**src/hw/rtl/kccm_pkg.sv**
```systemverilog
package kccm_pkg;

	// default configuration of the generic sizes
	localparam int KCCM_MER_BITS = 64;
	localparam int KCCM_PAIRS = 6;

	// matrix shape: fragment rows by contig columns
	localparam int KCCM_CATEGORIES = 6;
	localparam int KCCM_COLS = KCCM_CATEGORIES - 1;
	localparam int KCCM_CELLS = KCCM_CATEGORIES * KCCM_COLS;
	localparam int KCCM_MAX_PAIRS = 6;

	// pairs below this use the all-fragments mode
	localparam logic [2:0] KCCM_PAIRS_ALL = 3'd3;

	localparam int MODE_W = 14;
	localparam int COUNT_W = 32;
	localparam logic [MODE_W-1:0] MODE_RESET = 14'd16;

	// contig bin limits
	localparam logic [COUNT_W-1:0] CONTIG_LIM_LOW = 32'd10;
	localparam logic [COUNT_W-1:0] CONTIG_LIM_HIGH = 32'd100;

	// item function codes
	localparam logic FUNC_COMPARE = 1'b0;
	localparam logic FUNC_READ = 1'b1;

	// configuration register indexes
	localparam logic CFG_MODE_ALL = 1'b0;
	localparam logic CFG_MODE_TRIM = 1'b1;

	// dump classes
	localparam logic [2:0] DUMP_NONE = 3'd0;
	localparam logic [2:0] DUMP_SINGLE_ZERO = 3'd1;
	localparam logic [2:0] DUMP_MULTI_ZERO = 3'd2;
	localparam logic [2:0] DUMP_OVER_LOW = 3'd3;
	localparam logic [2:0] DUMP_OVER_MULTI = 3'd4;

	// decision for one item, from classifier to the update stage
	typedef struct packed {
		logic hit;
		logic rd;
		logic [2:0] row;
		logic [2:0] col;
		logic [2:0] dclass;
		logic [4:0] slot;
	} step_t;

endpackage

```
**src/hw/rtl/kccm_classify.sv**
```systemverilog
module kccm_classify
	import kccm_pkg::*;
#(
	parameter int MER_BITS = KCCM_MER_BITS,
	parameter int PAIRS = KCCM_PAIRS
) (
	input logic func,
	input logic [2:0] pair,
	input logic [MER_BITS-1:0] frag_mer,
	input logic [COUNT_W-1:0] frag_count,
	input logic frag_valid,
	input logic [MER_BITS-1:0] contig_mer,
	input logic [COUNT_W-1:0] contig_count,
	input logic contig_valid,
	input logic [MER_BITS-1:0] min_mer,
	input logic [2:0] read_row,
	input logic [2:0] read_col,
	input logic [MODE_W-1:0] mode_all,
	input logic [MODE_W-1:0] mode_trim,
	output step_t step
);

	localparam logic [2:0] PAIRS_LIM = 3'(PAIRS);

	logic pair_ok;
	logic [MODE_W-1:0] mode;
	logic [COUNT_W-1:0] lim2, lim10, lim100;
	logic [2:0] fb, cb;
	logic fm_eq, cm_eq, fc_eq;
	logic hit;
	logic [2:0] row, col, dclass;
	logic [2:0] sel_row, sel_col;

	assign pair_ok = pair < PAIRS_LIM;
	assign mode = (pair < KCCM_PAIRS_ALL) ? mode_all : mode_trim;

	// mode-relative limits by shift and add
	assign lim2 = COUNT_W'({mode, 1'b0});
	assign lim10 = COUNT_W'({mode, 3'b000}) + COUNT_W'({mode, 1'b0});
	assign lim100 = COUNT_W'({mode, 6'd0}) + COUNT_W'({mode, 5'd0})
		+ COUNT_W'({mode, 2'b00});

	// fragment bin
	always_comb begin
		if (!frag_valid || frag_count == '0) begin
			fb = 3'd0;
		end else if (frag_count == COUNT_W'(1)) begin
			fb = 3'd1;
		end else if (frag_count <= lim2) begin
			fb = 3'd2;
		end else if (frag_count <= lim10) begin
			fb = 3'd3;
		end else if (frag_count <= lim100) begin
			fb = 3'd4;
		end else begin
			fb = 3'd5;
		end
	end

	// contig bin
	always_comb begin
		if (!contig_valid || contig_count == '0) begin
			cb = 3'd0;
		end else if (contig_count == COUNT_W'(1)) begin
			cb = 3'd1;
		end else if (contig_count <= CONTIG_LIM_LOW) begin
			cb = 3'd2;
		end else if (contig_count <= CONTIG_LIM_HIGH) begin
			cb = 3'd3;
		end else begin
			cb = 3'd4;
		end
	end

	assign fm_eq = frag_mer == min_mer;
	assign cm_eq = contig_mer == min_mer;
	assign fc_eq = frag_mer == contig_mer;

	// merge step decision
	always_comb begin
		hit = 1'b0;
		row = 3'd0;
		col = 3'd0;
		dclass = DUMP_NONE;
		if (fb == 3'd0 || cb == 3'd0) begin
			if ((fb == 3'd0 && cm_eq) || (cb == 3'd0 && fm_eq)) begin
				hit = 1'b1;
				row = fb;
				col = cb;
				if (fb == 3'd0) begin
					dclass = (cb == 3'd1) ? DUMP_SINGLE_ZERO : DUMP_MULTI_ZERO;
				end
			end
		end else if (!fc_eq) begin
			if (fm_eq) begin
				hit = 1'b1;
				row = fb;
			end else if (cm_eq) begin
				hit = 1'b1;
				col = cb;
				dclass = (cb == 3'd1) ? DUMP_SINGLE_ZERO : DUMP_MULTI_ZERO;
			end
		end else if (fm_eq) begin
			hit = 1'b1;
			row = fb;
			col = cb;
			if (fb < cb) begin
				dclass = (cb == 3'd2) ? DUMP_OVER_LOW : DUMP_OVER_MULTI;
			end
		end
	end

	// pick the cell for a compare or a read
	always_comb begin
		step = '0;
		if (pair_ok) begin
			if (func == FUNC_READ) begin
				step.rd = (read_row < 3'(KCCM_CATEGORIES)) && (read_col < 3'(KCCM_COLS));
				sel_row = read_row;
				sel_col = read_col;
			end else begin
				step.hit = hit;
				step.row = hit ? row : 3'd0;
				step.col = hit ? col : 3'd0;
				step.dclass = hit ? dclass : DUMP_NONE;
				sel_row = row;
				sel_col = col;
			end
			if (step.rd || step.hit) begin
				step.slot = 5'({2'b00, sel_row} * 5'(KCCM_COLS)) + 5'({2'b00, sel_col});
			end
		end else begin
			sel_row = 3'd0;
			sel_col = 3'd0;
		end
	end

endmodule

```
**config.mk**
```make
export PLATFORM = sky130hd
export DESIGN_NAME = kccm_classify
export DESIGN_NICKNAME = d
export VERILOG_FILES = /design/src/hw/rtl/kccm_pkg.sv /design/src/hw/rtl/kccm_classify.sv
export SDC_FILE = /design/constraint.sdc
export NUM_CORES = 1
export LEC_CHECK = 0
export BUFFER_PORTS_ARGS = -buffer_cell sky130_fd_sc_hd__buf_2
export CAP_MARGIN = 40
export CORE_MARGIN = 2
export CORE_UTILIZATION = 40
export DETAILED_ROUTE_END_ITERATION = 16
export PLACE_DENSITY = 0.75
export SLEW_MARGIN = 20
export SYNTH_ARGS = -nofsm -noshare
export SYNTH_HDL_FRONTEND = slang
export SYNTH_SLANG_ARGS = --single-unit
```
**constraint.sdc**
```tcl
create_clock -name vclk -period 6.3
set_input_delay 0.315 -clock vclk [all_inputs]
set_output_delay 0.315 -clock vclk [all_outputs]
set_load 0.01 [all_outputs]
```
==> results.yml <==
finish:
  nClkBuffers: 0
  post_route_cells_drive_above_1_share: 0.434
  fin_nets: 1577
  nFlopsAndLatches: 0
  register_area_um2: 0
  area_growth_pct: 53.3
run_status:
  failed_checks: "setup timing"
  status: "complete, but fails checks"
sta:
  final.period_utilization: 1.03
  final_setup_violations: 3
  min_period_ns: 6.46
  final_critical_path_setup_slack_ns: -0.160
  grt_setup_unrepaired: "true"
  setup_total_negative_slack_ns: -0.243
  timing_worst_slew_pin_value_ns: 0.680
  slew_viol_final: 0
  hold_violations: 0
  maxSlewHeadroom: 0.544
  achievable-frequency_mhz: 155
power:
  power.clock.fraction: 0
  power.switching_fraction: 0.501
  internal-power_uw: 625
  vdd_drop_max_mv: 0.0737
  power.density_cell_area_nw_per_um2: 138
  cellLeakagePower_nw: 4.05
  switch_pwr_uw: 627
  p_comb_frac: 1.000
  power.share.sequential: 0
worst_setup_path:
  crit_path_top_delay_cell: "sky130_fd_sc_hd__ha_1"
  most_frequent_cell_on_the_critical_path: "sky130_fd_sc_hd__a21oi_2"
  worstSetupStartpointType: "primary input"
  path_class: "in -> out"
  worstPathMaxFanout: 4
  critical_path_buf_inv_count: 7
  crit_path_end_kind: "primary output"
  worst_ep_required_time_ns: 5.98
  cpLargestDelayFamily: "compound AO/OA/AOI/OAI gates"
  worst_ep_arrival_time_ns: 6.14
  wp_depth: 33
  critical_path.startpoint: "pair[1]"
  cp-endpoint: "step[4]"
  cp_slowest_stage_delay_ns: 0.35
floorplanning:
  fp.dieW_um: 126
  core_area_um2: 14500
  boundaryPins: 312
  floorplan.die_area_um2: 15800
  floorplan.die.height_um: 126
  placementRows: 44
  floorplan.initialDensity: 0.409
synth:
  post_synth_inst_count: 769
  yosysTopAreaCell: "sky130_fd_sc_hd__xnor2_1"
  syn-num-nets: 1159
  synthMostInstantiatedCell: "sky130_fd_sc_hd__xnor2_1"
  synth.top_cells.by_area: "sky130_fd_sc_hd__xnor2_1, sky130_fd_sc_hd__ha_1, sky130_fd_sc_hd__nand4_1, sky130_fd_sc_hd__a21oi_1, sky130_fd_sc_hd__nand2_1"
  mappedNetlistArea_um2: 5920
  netlist-cell-type-count: 63
  synth.cells.most_frequent: "sky130_fd_sc_hd__xnor2_1, sky130_fd_sc_hd__ha_1, sky130_fd_sc_hd__nand4_1, sky130_fd_sc_hd__nand2_1, sky130_fd_sc_hd__a21oi_1"
  post-synth-top-area-fraction: 0.322
  synth_area_per_cell_um2: 7.70
  seq_area_frac_synth: 0
  synth_warnings: 0
min_path:
  min_delay_path_depth: 4
  holdCritPathClass: "in -> out"
routing:
  drt-wirelength-per-cell_um: 20.4
  initialDrtViolationCount: 663
  via_count: 7682
  drt_pre_antenna_iters: 5
  drt_via_density: 5.59
  drc: 0
  final_antenna_net_count: 0
  drt-total-wl_um: 28100
cts:
  ctsHoldBuffers: 0
global_routing:
  grt_start_max_net_pins: 15
  grt_pass1_vias: 7641
  global_route.overflow_total: 0
  global_route_wire_length_before_repair_um: 41700
  initial_antenna_violation_count: 6
  grt_usage: 0.332
run:
  drv_cap: 0
placed_design:
  buffer_ports.inserted: 312
  dp_worst_setup_slack_ns: -0.535
  hpwl_um: 24200
  finalWeightedCongestion: 1.00
==> routing by layer <==
| layer | up-vias | global-route usage | wire (um) | share of wire |
|---|---|---|---|---|
| li1 | 3653 | - | - | - |
| met1 | 3579 | 0.448 | 11500 | 0.41 |
| met2 | 397 | 0.578 | 13600 | 0.49 |
| met3 | 53 | 0.0306 | 2210 | 0.079 |
| met4 | 0 | 0.0667 | 707 | 0.025 |
| met5 | - | 0 | 0 | 0 |
==> per-stage QoR <==
step           instance area, um^2  hold WS, ns  total power [mW]  utilization  std cells
2_1_floorplan                 6060        0.801             0.632            -        769
5_1_grt                       9080         1.16              1.36        0.627       1375
6_report                      9080         1.12              1.25        0.627       1375
3_3_place_gp                  8480         1.12              1.05        0.586       1348
4_1_cts                       8760         1.12              1.13        0.605       1359
3_5_place_dp                  8480         1.12              1.07        0.586       1348
==> kinds of logic after synthesis <==
family	synth area share
buffers and inverters	0.0289
and+or+nand+nor	0.229
adders and majority gates	0.211
xor gates and xnor gates	0.343
muxes	0.0327
AOI/OAI and AO/OA	0.155
==> worst min-delay path by stage <==
stage                            from        to
after global placement    read_col[0]  step[14]
after CTS                 read_col[0]  step[14]
after floorplan                  func  step[14]
after global routing      read_col[0]  step[14]
after detailed placement  read_col[0]  step[14]
final                     read_col[0]  step[14]
==> power by group through the flow <==
stage               registers (mW)  clock network (mW)  logic (mW)
global route                     0         0.000000127        1.36
global placement                 0                   0        1.05
finish                           0         0.000000127        1.25
detailed placement               0                   0        1.07
CTS                              0                   0        1.13
floorplan                        0                   0       0.632
==> what timing repair did <==
action                     4_1_cts  5_1_grt
gates cloned                     0        0
setup buffers                   11       11
setup endpoints to repair        4        4
pin swaps                       35       28
gates resized for setup         41       41
==> area by class of cell <==
| class | instances | area (um^2) |
|---|---|---|
| multi-input combinational | 726 | 6260 |
| fill | 1292 | 5400 |
| timing repair buffer | 420 | 2420 |
| tap | 184 | 230 |
| inverter | 39 | 146 |
| antenna | 6 | 15.0 |
==> placed cells by master, fill, tap and decap left out, types with 4 or more instances in the layout <==
master,n
sky130_fd_sc_hd__nand3_1,10
sky130_fd_sc_hd__o21a_1,5
sky130_fd_sc_hd__and2_1,5
sky130_fd_sc_hd__o21bai_1,6
sky130_fd_sc_hd__fa_1,4
sky130_fd_sc_hd__nor4_1,25
sky130_fd_sc_hd__nand2b_1,5
sky130_fd_sc_hd__ha_4,10
sky130_fd_sc_hd__and3_1,6
sky130_fd_sc_hd__o211ai_1,4
sky130_fd_sc_hd__buf_4,99
sky130_fd_sc_hd__buf_6,12
sky130_fd_sc_hd__nand4_1,64
sky130_fd_sc_hd__a21oi_1,28
sky130_fd_sc_hd__inv_2,7
sky130_fd_sc_hd__nor3_1,16
sky130_fd_sc_hd__o31ai_1,6
sky130_fd_sc_hd__nor2_1,28
sky130_fd_sc_hd__or2_2,6
sky130_fd_sc_hd__inv_1,32
sky130_fd_sc_hd__a21o_1,16
sky130_fd_sc_hd__diode_2,6
sky130_fd_sc_hd__a21oi_2,13
sky130_fd_sc_hd__a211oi_2,4
sky130_fd_sc_hd__nor2b_1,10
sky130_fd_sc_hd__buf_2,309
sky130_fd_sc_hd__o21ai_0,15
sky130_fd_sc_hd__mux2i_4,8
sky130_fd_sc_hd__ha_1,75
sky130_fd_sc_hd__nand2_1,47
sky130_fd_sc_hd__xor2_1,13
sky130_fd_sc_hd__xnor2_1,216
No activity file was read; power rests on OpenSTA's default activity.
